$ cat src/hw/rtl/adk_pkg.sv
// Shared types and constants for the ADC ladder key press detector.
`default_nettype none

package adk_pkg;

  localparam int unsigned SAMPLE_BITS = 10;
  localparam int unsigned HOLD_BITS   = 8;
  localparam int unsigned CFG_DATA_W  = (SAMPLE_BITS > HOLD_BITS) ? SAMPLE_BITS : HOLD_BITS;
  localparam int unsigned CFG_IDX_W   = 3;

  localparam logic [HOLD_BITS-1:0] HOLD_MAX = {HOLD_BITS{1'b1}};

  localparam logic [SAMPLE_BITS-1:0] NONE_MIN_RST = SAMPLE_BITS'(860);
  localparam logic [SAMPLE_BITS-1:0] UP_MIN_RST   = SAMPLE_BITS'(608);
  localparam logic [SAMPLE_BITS-1:0] LEFT_MIN_RST = SAMPLE_BITS'(359);
  localparam logic [SAMPLE_BITS-1:0] DOWN_MIN_RST = SAMPLE_BITS'(121);
  localparam logic [HOLD_BITS-1:0]   LONG_RST     = HOLD_BITS'(10);

  typedef enum logic [2:0] {
    KEY_NONE  = 3'd0,
    KEY_UP    = 3'd1,
    KEY_LEFT  = 3'd2,
    KEY_DOWN  = 3'd3,
    KEY_RIGHT = 3'd4
  } key_e;

  typedef enum logic [1:0] {
    EV_NONE  = 2'd0,
    EV_LONG  = 2'd1,
    EV_SHORT = 2'd2
  } event_e;

  typedef enum logic [CFG_IDX_W-1:0] {
    REG_NONE_MIN   = 3'd0,
    REG_UP_MIN     = 3'd1,
    REG_LEFT_MIN   = 3'd2,
    REG_DOWN_MIN   = 3'd3,
    REG_LONG_TICKS = 3'd4
  } cfg_idx_e;

  typedef struct packed {
    logic [SAMPLE_BITS-1:0] none_min;
    logic [SAMPLE_BITS-1:0] up_min;
    logic [SAMPLE_BITS-1:0] left_min;
    logic [SAMPLE_BITS-1:0] down_min;
    logic [HOLD_BITS-1:0]   long_ticks;
  } cfg_t;

endpackage

`default_nettype wire

$ cat src/hw/rtl/adk_if.sv
// Request and result channel interfaces of the key press detector.
`default_nettype none

interface adk_req_if import adk_pkg::*; ();
  logic                   valid;
  logic                   ready;
  logic [SAMPLE_BITS-1:0] sample;
  logic                   read_ok;

  modport source (output valid, output sample, output read_ok, input ready);
  modport sink   (input valid, input sample, input read_ok, output ready);
endinterface

interface adk_res_if import adk_pkg::*; ();
  logic   valid;
  logic   ready;
  key_e   held_key;
  event_e event_res;
  key_e   event_key;

  modport source (output valid, output held_key, output event_res, output event_key,
                  input ready);
  modport sink   (input valid, input held_key, input event_res, input event_key,
                  output ready);
endinterface

`default_nettype wire

$ cat src/hw/rtl/adc_ladder_key_press_detector.sv
// Top level of the ADC ladder keypad detector with debounce and long/short press.
// Flow: an accepted request is held in the input register and moves into the result
// register once that register is empty or its result is being taken.
// Throughput: one request per cycle while results are taken; input and result registers
// part the channels, so one more request is taken while a result waits.
// Reset: thresholds and long press count return to defaults, no key held,
// both pipeline registers empty.
`default_nettype none

module adc_ladder_key_press_detector import adk_pkg::*; (
  input  wire logic                  clk_i,
  input  wire logic                  rst_ni,
  input  wire logic                  cfg_we_i,
  input  wire logic [CFG_IDX_W-1:0]  cfg_idx_i,
  input  wire logic [CFG_DATA_W-1:0] cfg_data_i,
  adk_req_if.sink                    req_i,
  adk_res_if.source                  res_o
);

  cfg_t                   cfg;
  logic                   req_vld_q, res_vld_q;
  logic [SAMPLE_BITS-1:0] sample_q;
  logic                   read_ok_q;
  logic                   adv;
  key_e                   key;

  assign adv         = req_vld_q && (!res_vld_q || res_o.ready);
  assign req_i.ready = !req_vld_q || adv;

  always_ff @(posedge clk_i or negedge rst_ni) begin
    if (!rst_ni) begin
      req_vld_q <= 1'b0;
      res_vld_q <= 1'b0;
    end else begin
      if (req_i.ready) begin
        req_vld_q <= req_i.valid;
      end
      if (adv) begin
        res_vld_q <= 1'b1;
      end else if (res_o.ready) begin
        res_vld_q <= 1'b0;
      end
    end
  end

  always_ff @(posedge clk_i) begin
    if (req_i.valid && req_i.ready) begin
      sample_q  <= req_i.sample;
      read_ok_q <= req_i.read_ok;
    end
  end

  adk_cfg u_cfg (
    .clk_i      (clk_i),
    .rst_ni     (rst_ni),
    .cfg_we_i   (cfg_we_i),
    .cfg_idx_i  (cfg_idx_i),
    .cfg_data_i (cfg_data_i),
    .cfg_o      (cfg)
  );

  adk_decode u_decode (
    .sample_i (sample_q),
    .cfg_i    (cfg),
    .key_o    (key)
  );

  adk_track u_track (
    .clk_i        (clk_i),
    .rst_ni       (rst_ni),
    .adv_i        (adv),
    .read_ok_i    (read_ok_q),
    .key_i        (key),
    .long_ticks_i (cfg.long_ticks),
    .held_key_o   (res_o.held_key),
    .event_res_o  (res_o.event_res),
    .event_key_o  (res_o.event_key)
  );

  assign res_o.valid = res_vld_q;

endmodule

`default_nettype wire

$ cat src/hw/rtl/adk_cfg.sv
// Configuration register file: ladder thresholds and long press count.
`default_nettype none

module adk_cfg import adk_pkg::*; (
  input  wire logic                  clk_i,
  input  wire logic                  rst_ni,
  input  wire logic                  cfg_we_i,
  input  wire logic [CFG_IDX_W-1:0]  cfg_idx_i,
  input  wire logic [CFG_DATA_W-1:0] cfg_data_i,
  output cfg_t                       cfg_o
);

  cfg_t cfg_q, cfg_d;

  always_comb begin
    cfg_d = cfg_q;
    if (cfg_we_i) begin
      unique case (cfg_idx_e'(cfg_idx_i))
        REG_NONE_MIN:   cfg_d.none_min   = cfg_data_i[SAMPLE_BITS-1:0];
        REG_UP_MIN:     cfg_d.up_min     = cfg_data_i[SAMPLE_BITS-1:0];
        REG_LEFT_MIN:   cfg_d.left_min   = cfg_data_i[SAMPLE_BITS-1:0];
        REG_DOWN_MIN:   cfg_d.down_min   = cfg_data_i[SAMPLE_BITS-1:0];
        REG_LONG_TICKS: cfg_d.long_ticks = cfg_data_i[HOLD_BITS-1:0];
        default:        cfg_d = cfg_q;
      endcase
    end
  end

  always_ff @(posedge clk_i or negedge rst_ni) begin
    if (!rst_ni) begin
      cfg_q.none_min   <= NONE_MIN_RST;
      cfg_q.up_min     <= UP_MIN_RST;
      cfg_q.left_min   <= LEFT_MIN_RST;
      cfg_q.down_min   <= DOWN_MIN_RST;
      cfg_q.long_ticks <= LONG_RST;
    end else begin
      cfg_q <= cfg_d;
    end
  end

  assign cfg_o = cfg_q;

endmodule

`default_nettype wire

$ cat src/hw/rtl/adk_decode.sv
// Sorts one ladder sample into a key code by the threshold registers.
`default_nettype none

module adk_decode import adk_pkg::*; (
  input  wire logic [SAMPLE_BITS-1:0] sample_i,
  input  wire cfg_t                   cfg_i,
  output key_e                        key_o
);

  // first threshold that holds wins, even when unordered
  always_comb begin
    if (sample_i >= cfg_i.none_min) begin
      key_o = KEY_NONE;
    end else if (sample_i >= cfg_i.up_min) begin
      key_o = KEY_UP;
    end else if (sample_i >= cfg_i.left_min) begin
      key_o = KEY_LEFT;
    end else if (sample_i >= cfg_i.down_min) begin
      key_o = KEY_DOWN;
    end else begin
      key_o = KEY_RIGHT;
    end
  end

endmodule

`default_nettype wire

$ cat src/hw/rtl/adk_track.sv
// Debounce, hold counting and press event state with the result register.
`default_nettype none

module adk_track import adk_pkg::*; (
  input  wire logic                 clk_i,
  input  wire logic                 rst_ni,
  input  wire logic                 adv_i,
  input  wire logic                 read_ok_i,
  input  wire key_e                 key_i,
  input  wire logic [HOLD_BITS-1:0] long_ticks_i,
  output key_e                      held_key_o,
  output event_e                    event_res_o,
  output key_e                      event_key_o
);

  key_e                 confirmed_q, confirmed_d;
  key_e                 previous_q, previous_d;
  logic [HOLD_BITS-1:0] hold_q, hold_d;
  logic [HOLD_BITS-1:0] hold_inc;
  event_e               ev_d, ev_q;
  key_e                 ev_key_d, ev_key_q, held_q;

  assign hold_inc = hold_q + HOLD_BITS'(1);

  always_comb begin
    confirmed_d = confirmed_q;
    previous_d  = previous_q;
    hold_d      = hold_q;
    ev_d        = EV_NONE;
    ev_key_d    = KEY_NONE;
    if (read_ok_i) begin
      previous_d = key_i;
      if (confirmed_q == KEY_NONE) begin
        if (key_i != KEY_NONE && key_i == previous_q) begin
          confirmed_d = key_i;
          hold_d      = '0;
        end
      end else if (key_i == confirmed_q) begin
        if (hold_q != HOLD_MAX) begin
          hold_d = hold_inc;
          if (hold_inc == long_ticks_i) begin
            ev_d     = EV_LONG;
            ev_key_d = confirmed_q;
          end
        end
      end else if (key_i == KEY_NONE) begin
        if (hold_q < long_ticks_i) begin
          ev_d     = EV_SHORT;
          ev_key_d = confirmed_q;
        end
        confirmed_d = KEY_NONE;
      end
    end
  end

  always_ff @(posedge clk_i or negedge rst_ni) begin
    if (!rst_ni) begin
      confirmed_q <= KEY_NONE;
      previous_q  <= KEY_NONE;
      hold_q      <= '0;
    end else if (adv_i) begin
      confirmed_q <= confirmed_d;
      previous_q  <= previous_d;
      hold_q      <= hold_d;
    end
  end

  always_ff @(posedge clk_i) begin
    if (adv_i) begin
      held_q   <= confirmed_d;
      ev_q     <= ev_d;
      ev_key_q <= ev_key_d;
    end
  end

  assign held_key_o  = held_q;
  assign event_res_o = ev_q;
  assign event_key_o = ev_key_q;

endmodule

`default_nettype wire
$ cat src/flat_wrapper.sv
// flat-port wrapper written by rule: the top's interface ports become plain ports
module adc_ladder_key_press_detector_flat import adk_pkg::*;
  (clk_i, rst_ni, cfg_we_i, cfg_idx_i, cfg_data_i, req_i_valid, req_i_sample, req_i_read_ok, req_i_ready, res_o_valid, res_o_held_key, res_o_event_res, res_o_event_key, res_o_ready);
  adk_req_if req_i_i ();
  adk_res_if res_o_i ();
  input  wire logic clk_i;
  input  wire logic rst_ni;
  input  wire logic cfg_we_i;
  input  wire logic [CFG_IDX_W-1:0] cfg_idx_i;
  input  wire logic [CFG_DATA_W-1:0] cfg_data_i;
  input wire logic [$bits(req_i_i.valid)-1:0] req_i_valid;
  input wire logic [$bits(req_i_i.sample)-1:0] req_i_sample;
  input wire logic [$bits(req_i_i.read_ok)-1:0] req_i_read_ok;
  output wire logic [$bits(req_i_i.ready)-1:0] req_i_ready;
  output wire logic [$bits(res_o_i.valid)-1:0] res_o_valid;
  output wire logic [$bits(res_o_i.held_key)-1:0] res_o_held_key;
  output wire logic [$bits(res_o_i.event_res)-1:0] res_o_event_res;
  output wire logic [$bits(res_o_i.event_key)-1:0] res_o_event_key;
  input wire logic [$bits(res_o_i.ready)-1:0] res_o_ready;
  assign req_i_i.valid = req_i_valid;
  assign req_i_i.sample = req_i_sample;
  assign req_i_i.read_ok = req_i_read_ok;
  assign req_i_ready = req_i_i.ready;
  assign res_o_valid = res_o_i.valid;
  assign res_o_held_key = res_o_i.held_key;
  assign res_o_event_res = res_o_i.event_res;
  assign res_o_event_key = res_o_i.event_key;
  assign res_o_i.ready = res_o_ready;
  adc_ladder_key_press_detector u_core (.clk_i(clk_i), .rst_ni(rst_ni), .cfg_we_i(cfg_we_i), .cfg_idx_i(cfg_idx_i), .cfg_data_i(cfg_data_i), .req_i(req_i_i), .res_o(res_o_i));
endmodule
$ cat config.mk
export PLATFORM = sky130hd
export DESIGN_NAME = adc_ladder_key_press_detector_flat
export DESIGN_NICKNAME = d
export VERILOG_FILES = /design/src/hw/rtl/adk_pkg.sv /design/src/hw/rtl/adk_if.sv /design/src/hw/rtl/adc_ladder_key_press_detector.sv /design/src/hw/rtl/adk_cfg.sv /design/src/hw/rtl/adk_decode.sv /design/src/hw/rtl/adk_track.sv /design/src/flat_wrapper.sv
export SDC_FILE = /design/constraint.sdc
export NUM_CORES = 1
export LEC_CHECK = 0
export ABC_AREA = 1
export BUFFER_PORTS_ARGS = -buffer_cell sky130_fd_sc_hd__buf_2
export CORE_MARGIN = 2
export CORE_UTILIZATION = 35
export CTS_BUF_LIST = sky130_fd_sc_hd__clkbuf_4
export CTS_CLUSTER_DIAMETER = 120
export DETAILED_ROUTE_END_ITERATION = 8
export PLACE_DENSITY = 0.57
export SLEW_MARGIN = 20
export SYNTH_ARGS = -nofsm -noshare
export SYNTH_HDL_FRONTEND = slang
export SYNTH_HIERARCHICAL = 1
export SYNTH_SLANG_ARGS = --single-unit
$ cat constraint.sdc
create_clock -name clk_i -period 7.89 [get_ports clk_i]
set_clock_uncertainty 0.1 [all_clocks]
set_input_delay 0.789 -clock clk_i [delete_from_list [all_inputs] [get_ports clk_i]]
set_output_delay 0.789 -clock clk_i [all_outputs]
set_load 0.02 [all_outputs]
==> results of run 1 <==
==> per-layer routing <==
| layer | vias up | wire [um] | part of all wire | GRT usage |
|---|---|---|---|---|
| met5 | - | 0 | 0 | 0 |
| met4 | 0 | 122 | 0.011 | 0.04098 |
| met3 | 8 | 445 | 0.039 | 0.04338 |
| met2 | 54 | 5763 | 0.50 | 0.2780 |
| met1 | 1880 | 5153 | 0.45 | 0.1914 |
| li1 | 2084 | - | - | - |
==> state kept, by name (all words and copies together), names as in the netlist <==
name	cells
u_core/u_track/event_res_o	2
u_core/u_track/event_key_o	3
u_core/u_track/held_key_o	3
u_core/u_track/hold_q	8
u_core/res_o.valid	1
u_core/read_ok_q	1
u_core/req_vld_q	1
u_core/sample_q	10
u_core/u_track/previous_q	3
u_core/u_cfg/cfg_o	48
u_core/u_track/confirmed_q	3
==> critical path, stage by stage (launching register included) <==
cell and delay, ns:
dfstp_2 0.56, inv_1 0.04, ha_1 0.28, nand2_1 0.07
nor2_1 0.15, nand3_1 0.11, nand3_2 0.11, nand2_1 0.07
a21oi_1 0.44, nand2_1 0.10, nand2_1 0.10, nand3_2 0.15
nor2_4 0.17, nand3_2 0.09, nor2_2 0.10, nand2_2 0.08
a21oi_1 0.14
==> cells by family (layout without fill, tap and decap cells) <==
group,after synthesis,after routing
simple gates,352,352
flops,83,83
fa+ha+maj,49,49
buf+inv,98,145
xor+xnor,5,5
compound gates,41,41
==> report_power, final <==
group / switching (mW) / internal, mW
sequential: 0.0517 / 0.526
clock: 0.151 / 0.0954
combinational: 0.258 / 0.149
total: 0.461 / 0.770
==> per-stage QoR <==
stage                     setup WS, ns  hold slack (ns)
final                            4.858           0.3714
after global placement           4.946           0.3519
after CTS                        4.848           0.3394
after detailed placement         4.890           0.3558
after global routing             4.520           0.3404
after floorplan                  5.303           0.3419
==> Yosys cell counts, types with 6 or more instances <==
cell,count,area share
a21oi_1,22,0.022
dfrtp_1,42,0.21
dfstp_2,22,0.11
edfxtp_1,19,0.11
ha_1,49,0.12
inv_1,82,0.060
nand2_1,226,0.17
nand2_2,6,0.0074
nand3_1,62,0.061
nor2_1,25,0.018
nor2_2,10,0.012
==> worst max path at each step <==
stage | start | end | slack (ns) | cells past startpoint
after floorplan | u_core/u_cfg/cfg_o[23]$_DFFE_PN1P_ | u_core/u_track/event_key_o[0]$_SDFFCE_PP0P_ | 5.30 | 15
after CTS | u_core/u_cfg/cfg_o[37]$_DFFE_PN1P_ | u_core/u_track/event_key_o[0]$_SDFFCE_PP0P_ | 4.85 | 15
after global placement | u_core/u_cfg/cfg_o[37]$_DFFE_PN1P_ | u_core/u_track/event_key_o[0]$_SDFFCE_PP0P_ | 4.95 | 15
after global routing | u_core/u_cfg/cfg_o[11]$_DFFE_PN1P_ | u_core/u_track/event_key_o[2]$_SDFFCE_PP0P_ | 4.52 | 18
final | u_core/u_cfg/cfg_o[13]$_DFFE_PN1P_ | u_core/u_track/event_key_o[0]$_SDFFCE_PP0P_ | 4.86 | 16
after detailed placement | u_core/u_cfg/cfg_o[37]$_DFFE_PN1P_ | u_core/u_track/hold_q[2]$_DFFE_PN0P_ | 4.89 | 13
==> final cells by class <==
type / count / share of cell area
timing repair buffer: 42 / 0.03932
inverter: 87 / 0.05831
sequential: 83 / 0.3928
clock buffer: 9 / 0.01206
clock inverter: 7 / 0.01229
tap: 184 / 0.04111
multi-input combinational: 447 / 0.4441
==> run metrics, run 1 <==
Sink Count 83; row cnt 44; Antenna Nets Post-Route 0; r2r endpoint u_core/u_track/event_key_o[0]$_SDFFCE_PP0P_; dpl cells ~840; R2R setup slack around 5 ns; Yosys reg bits between 80 and 90; final hold vios 0; total grt overflow 0; Synth Cell Area approximately 5100 sq um; vias after detailed routing 4026; Top Ports 39; Vias/cell around 4.7; fin util 0.3898; worst-margin pin slew around 0.95 ns; kind of critical path flop to flop; postcts setup bufs 0; DR WL/cell between 10 and 15 um; GP Congestion about 0.85; main combinational cell family by area after synthesis simple AND/OR/NAND/NOR gates; CTS clk-pin slew, worst paths 0.14 ns; share of cells above drive strength 1 0.1733; Synth Area in Simple Gates 0.3083; Total Power 1.231 mW; initial antenna violation count 0; Max Freq ~330 MHz; post-synthesis cell type count 40; placed inst area about 5500 sq um; WP data required between 8 and 9 ns; Net Count, Synth between 700 and 800; TritonCTS Buffers 9; Layout Cells excl Fill about 860; period utilization 0.3843; drt drc 0; DP HPWL 8560 um; XOR/XNOR share of the synthesized area 0.008578; R2R Path Start u_core/u_cfg/cfg_o[13]$_DFFE_PN1P_; Leak between 2 and 3 nW; design area 5600 sq um; nets between 700 and 800; area of the multi-input gates approximately 2500 sq um; dominant synthesized flop cell dfrtp_1; clock latency on the worst-skew pair between 0.4 and 0.5 ns; number of enable flip-flop cells after synthesis 19; DRT Wirelength around 11000 um; Max Slew Vio Count 0; CTS Root Cell clkbuf_4; Synth Area in Compound Gates 0.05025; Register-to-Register Path Depth 16; outcome finished, final reports clean; Min-Delay Path Class flop to flop; initial core utilization 0.3553; port bufs 38; adder-cell area share of the yosys netlist 0.1201; ant diodes 0; H-Tree Depth 3; Die Height ~120 um; router iterations before antenna repair 4; synthesized area per cell 8.129 sq um; CP startpoint kind flop; proportion of synthesized area in mux cells 0; commonest non-fill, non-tap cell in the layout nand2_1; Critical Path AT roughly 3.2 ns; vias in the first global route 4011; CTS tree built; async set or reset register ratio after synthesis 0.7711; GRT Total Usage 0.1584; Final min period approximately 3 ns; commonest cells after routing, fill and taps aside nand2_1 (226), inv_1 (82), nand3_1 (62); maxcap violations 0; width of the die 124.8 um; largest net degree at the start of global routing 65; Fin Setup TNS 0 ns; core area between 10000 and 15000 sq um; Hold-fix buffers, CTS 0; worst hold path stage count 2; Worst Setup End Kind flop; hold_sp u_core/u_cfg/cfg_o[40]$_DFFE_PN1P_; final setup fails 0; Slew HR 0.3623; Peak supply drop about 0.00014 V; synthesized instance count approximately 630; Area Growth Syn to Fin 9.706%; crit path max fanout 6; Fill cells roughly 1500; Resized cells post-CTS 0; maximum root-to-sink buffer count 2; hold endpoint u_core/u_cfg/cfg_o[40]$_DFFE_PN1P_; initial drt markers about 200; RSZ-0062 raised after global routing no; Seq/Total Area, Yosys 0.4309; DIE AREA between 15000 and 20000 sq um; pwr/cell area approximately 220 nW/um^2; Yosys warnings 6; first-pass GRT wire length roughly 20000 um; Reg area about 2200 sq um
(Power assumes the default switching activity.)
==> run 2, diff against run 1 <==
- PLACE_DENSITY: 0.57 -> 0.59
- clock period: 7.89 -> 2.56 ns (I/O delays scaled with it)
==> run 2 against run 1 <==
  * The flow now finishes with violations (negative setup slack)
  * Design area grew 12%
  * Utilization is 4.5 points higher
  * Clock power increased to 2.7 times the previous value
  * Register-to-register slack worse by 5.0 ns
  * Sequential power rose to 3.1 times the previous value
  * Non-clock buffer count up 43
  * Cell count grew 5.0%
  * Hold slack got worse by 0.29 ns
  * Routed wire length rose by 6.1%
  * Largest cell class unchanged
  * Highest routed layer unchanged
==> run metrics, run 2 (synthesis gave the netlist of run 1 again) <==
outcome finished with violations (was finished, final reports clean); failing checks negative setup slack; first-pass GRT wire length 20690 um (was 19600 um); Top Ports 39 (unchanged); Max Freq 364.2 MHz (was 329.8 MHz); share of cells above drive strength 1 0.2493 (was 0.1733); router iterations before antenna repair 4 (unchanged); Sink Count 83 (unchanged); drt drc 0 (unchanged); GP Congestion 0.8658 (was 0.8521); switching share of power 0.3783 (was 0.3744); R2R setup slack -0.19 ns (was 4.86 ns); port bufs 38 (unchanged); Final min period 2.746 ns (was 3.032 ns); Worst Setup Slack post-DPL -0.1896 ns (was 4.890 ns); total grt overflow 0 (unchanged); Fill cells 1412 (was 1498); Logic pwr share 0.403 (was 0.330); most frequent CP cell nor2_4 (was nand2_1); crit path launch u_core/sample_q[9]$_DFFE_PP_ (was u_core/u_cfg/cfg_o[13]$_DFFE_PN1P_); Critical Path AT 2.95 ns (was 3.24 ns); TritonCTS Buffers 9 (unchanged); worst-margin pin slew 0.6540 ns (was 0.9530 ns); Flop pwr share 0.435 (was 0.469); dpl cells 854 (was 843); PnR worst setup slack -0.1857 ns (was 4.858 ns); Buf/Inv on CP 1 (unchanged); CTS tree built (unchanged); Peak supply drop 0.0003321 V (was 0.0001449 V); initial antenna violation count 0 (unchanged); hold_sp cfg_idx_i[1] (was u_core/u_cfg/cfg_o[40]$_DFFE_PN1P_); RSZ-0062 raised after global routing yes (was no); commonest non-fill, non-tap cell in the layout nand2_1 (unchanged); DIE AREA 15570 sq um (unchanged); crit path max fanout 4 (was 6); CTS clk-pin slew, worst paths 0.13 ns (was 0.14 ns); DP HPWL 8818 um (was 8560 um); Min-Delay Path Class input pin to flop (was flop to flop); row cnt 44 (unchanged); DRT Wirelength 12180 um (was 11480 um); Die Height 124.8 um (unchanged); Slowest cell on crit path edfxtp_1 (was dfstp_2); GRT Total Usage 0.1672 (was 0.1584); worst hold path stage count 4 (was 2); initial core utilization 0.3553 (unchanged); final hold vios 0 (unchanged); maximum root-to-sink buffer count 2 (unchanged); WP data required 2.77 ns (was 8.09 ns); largest net degree at the start of global routing 65 (unchanged); Pint 2.567 mW (was 0.7702 mW); sequence of cells on the critical path ha_1 -> a21o_1 -> nor2_1 -> nand2_2 -> nor2_4 -> buf_6 -> nand2b_4 -> nor2_4 -> xnor2_2 -> nand3_2 -> nor2_4 -> nand3_2 -> nor2_2 -> nand2_2 -> a21oi_1 (was inv_1 -> ha_1 -> nand2_1 -> nor2_1 -> nand3_1 -> nand3_2 -> nand2_1 -> a21oi_1 -> nand2_1 -> nand2_1 -> nand3_2 -> nor2_4 -> nand3_2 -> nor2_2 -> nand2_2 -> a21oi_1); nets 791 (was 748); final setup fails 19 (was 0); Slew HR 0.5630 (was 0.3623); Net Sw Power 1.562 mW (was 0.4609 mW); Vias/cell 4.677 (was 4.687); Leak 3.126 nW (was 2.905 nW); r2r endpoint u_core/u_track/event_key_o[1]$_SDFFCE_PP0P_ (was u_core/u_track/event_key_o[0]$_SDFFCE_PP0P_); core area 14370 sq um (unchanged); Clk pwr share 0.162 (was 0.200); hold endpoint u_core/u_cfg/cfg_o[33]$_DFFE_PN1P_ (was u_core/u_cfg/cfg_o[40]$_DFFE_PN1P_); Layout Cells excl Fill 902 (was 859); CTS Root Cell clkbuf_4 (unchanged); clock latency on the worst-skew pair 0.46 ns (about the same); pwr/cell area 660.9 nW/um^2 (was 219.8 nW/um^2); commonest cells after routing, fill and taps aside nand2_1 (217), inv_1 (77), nand3_1 (56) (was nand2_1 (226), inv_1 (82), nand3_1 (62)); family with the most delay on the worst path simple AND/OR/NAND/NOR gates (unchanged); width of the die 124.8 um (unchanged); Total Power 4.129 mW (was 1.231 mW); R2R Path Start u_core/sample_q[9]$_DFFE_PP_ (was u_core/u_cfg/cfg_o[13]$_DFFE_PN1P_); Worst Setup End Kind flop (unchanged); vias in the first global route 4305 (was 4011); Fin Hold WS 0.08242 ns (was 0.3714 ns); period utilization 1.073 (was 0.3843); kind of critical path flop to flop (unchanged); Register-to-Register Path Depth 15 (was 16); Max stage delay on crit path 0.50 ns (was 0.56 ns); vias after detailed routing 4219 (was 4026); Area Growth Syn to Fin 22.40% (was 9.706%); initial drt markers 287 (was 198); Max Slew Vio Count 0 (unchanged); Antenna Nets Post-Route 0 (unchanged); DR WL/cell 13.50 um (was 13.37 um); CP startpoint kind flop (unchanged); ant diodes 0 (unchanged); H-Tree Depth 3 (unchanged); max FFs per register 48 (unchanged); maxcap violations 0 (unchanged)
[run 2: cell types whose count changed in the layout (fill, tap and decap cells not counted), sizes merged]
cell | before | now
clkbuf | 9 | 13
buf | 42 | 60
clkinv | 6 | 3
dlygate4sd3 | 0 | 25
bufinv | 1 | 0
[run 2: cell type report]
| class | instances | area, sq um | share of cell area |
|---|---|---|---|
| clock buffers | 13 | 97.59 | 0.01562 |
| clock inverters | 3 | 15.01 | 0.002403 |
| inverters | 87 | 326.6 | 0.05226 |
| multi-input cells | 447 | 2735 | 0.4377 |
| flip-flops and latches | 83 | 2200 | 0.3520 |
| well taps | 184 | 230.2 | 0.03684 |
| repair buffers | 85 | 644.4 | 0.1031 |
[run 2: layer usage]
layer | vias up | global-route usage | share of wire
li1 | 2164 | - | -
met1 | 1966 | 0.2030 | 0.44
met2 | 78 | 0.2973 | 0.51
met3 | 11 | 0.03479 | 0.041
met4 | 0 | 0.05089 | 0.012
met5 | - | 0 | 0
[run 2: worst min-delay path, stage by stage]
cell,delay [ns]
buf_2,0.11
nor2_1,0.12
nand3_1,0.10
nand2_1,0.06
[run 2: how the worst max path moves through the flow]
stage / endpoint / depth (start not counted)
2_1_floorplan: u_core/u_track/event_key_o[0]$_SDFFCE_PP0P_ / 17
3_3_place_gp: u_core/u_track/event_key_o[0]$_SDFFCE_PP0P_ / 17
3_5_place_dp: u_core/u_track/event_key_o[1]$_SDFFCE_PP0P_ / 17
4_1_cts: u_core/u_track/event_key_o[1]$_SDFFCE_PP0P_ / 15
5_1_grt: u_core/u_track/event_key_o[2]$_SDFFCE_PP0P_ / 15
6_report: u_core/u_track/event_key_o[1]$_SDFFCE_PP0P_ / 15
[run 2: power by group through the flow]
stage / clock network (mW) / registers (mW) / logic (mW)
2_1_floorplan: 0 / 1.79 / 0.982
3_3_place_gp: 0 / 1.81 / 1.33
3_5_place_dp: 0 / 1.82 / 1.37
4_1_cts: 0.719 / 1.79 / 1.57
5_1_grt: 0.763 / 1.83 / 1.87
6_report: 0.671 / 1.79 / 1.66
[run 2: repair_timing]
item                                    CTS  global route
buffers inserted                          6             1
endpoints found under the setup margin   19            19
hold buffers                             25             0
endpoints found under the hold margin   124             0
resized for setup                        30            26
pin swaps                                31            19
[run 2: metrics by stage]
step           instance area [sq um]  TNS (ns)  utilization
2_1_floorplan                   5145         0            -
3_3_place_gp                    5593    -1.616       0.3892
3_5_place_dp                    5593    -2.560       0.3892
4_1_cts                         6143    -1.667       0.4276
5_1_grt                         6248    -5.599       0.4349
6_report                        6248    -2.381       0.4349
==> run 3, diff against run 2 <==
- SKIP_LAST_GASP: not set -> 1
==> run 3 against run 2 <==
  * Global-route usage did not move
  * Largest power group unchanged
  * First-iteration DRC count rose by 0.70%
  * Hold slack got worse by 0.0025 ns
  * Routed wire length fell by 0.13%
  * Design area did not move
  * Combinational power barely moved
  * The flow still finishes with violations (negative setup slack)
==> run metrics, run 3 (synthesis gave the netlist of run 1 again) <==
outcome finished with violations (unchanged); failing checks negative setup slack (unchanged); router iterations before antenna repair 4 (unchanged); Top Ports 39 (unchanged); maxcap violations 0 (unchanged); Leak 3.126 nW (about the same); TritonCTS Buffers 9 (unchanged); Max Slew Vio Count 0 (unchanged); drt drc 0 (unchanged); routed wl met3 529 um (was 503 um); R2R setup slack -0.18 ns (was -0.19 ns); total grt overflow 0 (unchanged); Max Freq 364.5 MHz (was 364.2 MHz); Die Height 124.8 um (unchanged); Antenna Nets Post-Route 0 (unchanged); row cnt 44 (unchanged); DP HPWL 8818 um (unchanged); clock latency on the worst-skew pair 0.46 ns (about the same); Fill cells 1412 (unchanged); initial drt markers 289 (was 287); Layout Cells excl Fill 902 (unchanged); H-Tree Depth 3 (unchanged); vias in the first global route 4305 (unchanged); width of the die 124.8 um (unchanged); Area Growth Syn to Fin 22.40% (unchanged); final hold vios 0 (unchanged); RSZ-0062 raised after global routing yes (unchanged); worst-margin pin slew 0.6465 ns (was 0.6540 ns); Metal-1 WL 5244 um (was 5309 um); Total Power 4.128 mW (was 4.129 mW); vias after detailed routing 4225 (was 4219); area of the multi-input gates 2735 sq um (unchanged); PnR worst setup slack -0.1836 ns (was -0.1857 ns); Sink Count 83 (unchanged); worst hold path stage count 4 (unchanged); DRT Wirelength 12170 um (was 12180 um); commonest cells after routing, fill and taps aside nand2_1 (217), inv_1 (78), nand3_1 (56) (was nand2_1 (217), inv_1 (77), nand3_1 (56)); core area 14370 sq um (unchanged); GRT Total Usage 0.1672 (unchanged); CTS tree built (unchanged); R2R Path Start u_core/sample_q[9]$_DFFE_PP_ (unchanged); GP Congestion 0.8658 (unchanged); period utilization 1.072 (was 1.073); dpl cells 854 (unchanged); initial antenna violation count 0 (unchanged); DR WL/cell 13.49 um (was 13.50 um); nets 791 (unchanged); Fin Hold WS 0.07995 ns (was 0.08242 ns); port bufs 38 (unchanged); ant diodes 0 (unchanged); Slew HR 0.5680 (was 0.5630); max FFs per register 48 (unchanged); Register-to-Register Path Depth 15 (unchanged); WP data required 2.77 ns (about the same); r2r endpoint u_core/u_track/event_key_o[1]$_SDFFCE_PP0P_ (unchanged); final setup fails 19 (unchanged); share of cells above drive strength 1 0.2479 (was 0.2493); Peak supply drop 0.0003315 V (was 0.0003321 V); CTS Root Cell clkbuf_4 (unchanged); CP startpoint kind flop (unchanged); Top Metal Used met4 (unchanged); Critical Path AT 2.95 ns (about the same); Worst Setup End Kind flop (unchanged); pwr/cell area 660.7 nW/um^2 (was 660.9 nW/um^2); hold endpoint u_core/u_cfg/cfg_o[33]$_DFFE_PN1P_ (unchanged); fin util 0.4349 (unchanged); Min-Delay Path Class input pin to flop (unchanged); initial core utilization 0.3553 (unchanged); hold_sp cfg_idx_i[1] (unchanged); commonest non-fill, non-tap cell in the layout nand2_1 (unchanged); maximum root-to-sink buffer count 2 (unchanged); Worst Setup Slack post-DPL -0.1896 ns (unchanged); Final min period 2.744 ns (was 2.746 ns); first-pass GRT wire length 20690 um (unchanged); largest net degree at the start of global routing 65 (unchanged); crit path max fanout 4 (unchanged); Vias/cell 4.684 (was 4.677); Reg area 2200 sq um (unchanged); CTS clk-pin slew, worst paths 0.13 ns (about the same); Routed met2 length 6247 um (was 6225 um); DIE AREA 15570 sq um (unchanged); kind of critical path flop to flop (unchanged)
[run 3: final cells by class]
class / instances / share of cell area
Multi-Input combinational cell: 447 / 0.4377
Tap cell: 184 / 0.03684
Clock inverter: 3 / 0.002403
Inverter: 87 / 0.05226
Timing Repair Buffer: 85 / 0.1031
Sequential cell: 83 / 0.3520
Clock buffer: 13 / 0.01562
[run 3: power breakdown]
group / total, mW / internal [mW] / leakage (nW) / switching, mW
Sequential: 1.79 / 1.62 / 0.956 / 0.172
Combinational: 1.66 / 0.707 / 2.11 / 0.955
Clock: 0.672 / 0.238 / 0.0631 / 0.434
[run 3: worst max-delay path by stage]
stage                                       startpoint                                          end  slack, ns  cells past startpoint
global placement    u_core/u_cfg/cfg_o[47]$_DFFE_PN1P_  u_core/u_track/event_key_o[0]$_SDFFCE_PP0P_      -0.13                     17
detailed placement  u_core/u_cfg/cfg_o[47]$_DFFE_PN1P_  u_core/u_track/event_key_o[1]$_SDFFCE_PP0P_      -0.19                     17
finish                    u_core/sample_q[9]$_DFFE_PP_  u_core/u_track/event_key_o[1]$_SDFFCE_PP0P_      -0.18                     15
CTS                 u_core/u_cfg/cfg_o[37]$_DFFE_PN1P_  u_core/u_track/event_key_o[1]$_SDFFCE_PP0P_      -0.14                     15
floorplan           u_core/u_cfg/cfg_o[23]$_DFFE_PN1P_  u_core/u_track/event_key_o[0]$_SDFFCE_PP0P_      0.005                     17
global route              u_core/sample_q[9]$_DFFE_PP_  u_core/u_track/event_key_o[2]$_SDFFCE_PP0P_      -0.34                     15
[run 3: metal layers]
metal | GRT usage | vias up
li1 | - | 2166
met1 | 0.2030 | 1957
met2 | 0.2973 | 91
met3 | 0.03479 | 11
met4 | 0.05089 | 0
met5 | 0 | -
[run 3: worst max-delay path, stage by stage (launching register included)]
cell	delay (ns)
edfxtp_1	0.50
ha_1	0.37
a21o_1	0.16
nor2_1	0.11
nand2_2	0.08
nor2_4	0.15
buf_6	0.12
nand2b_4	0.05
nor2_4	0.14
xnor2_2	0.13
nand3_2	0.13
nor2_4	0.13
nand3_2	0.09
nor2_2	0.10
nand2_2	0.09
a21oi_1	0.14
[run 3: per-stage QoR]
stage                     instance area, sq um  TNS, ns
final                                     6248   -2.327
after global routing                      6248   -5.603
after floorplan                           5145        0
after detailed placement                  5593   -2.560
after global placement                    5593   -1.616
after CTS                                 6143   -1.667
[run 3: what timing repair did]
action	4_1_cts	5_1_grt
gates resized for setup	30	25
buffers inserted	6	1
hold buffers	25	0
endpoints found under the setup margin	19	19
pin swaps	31	18
hold endpoints to repair	124	0
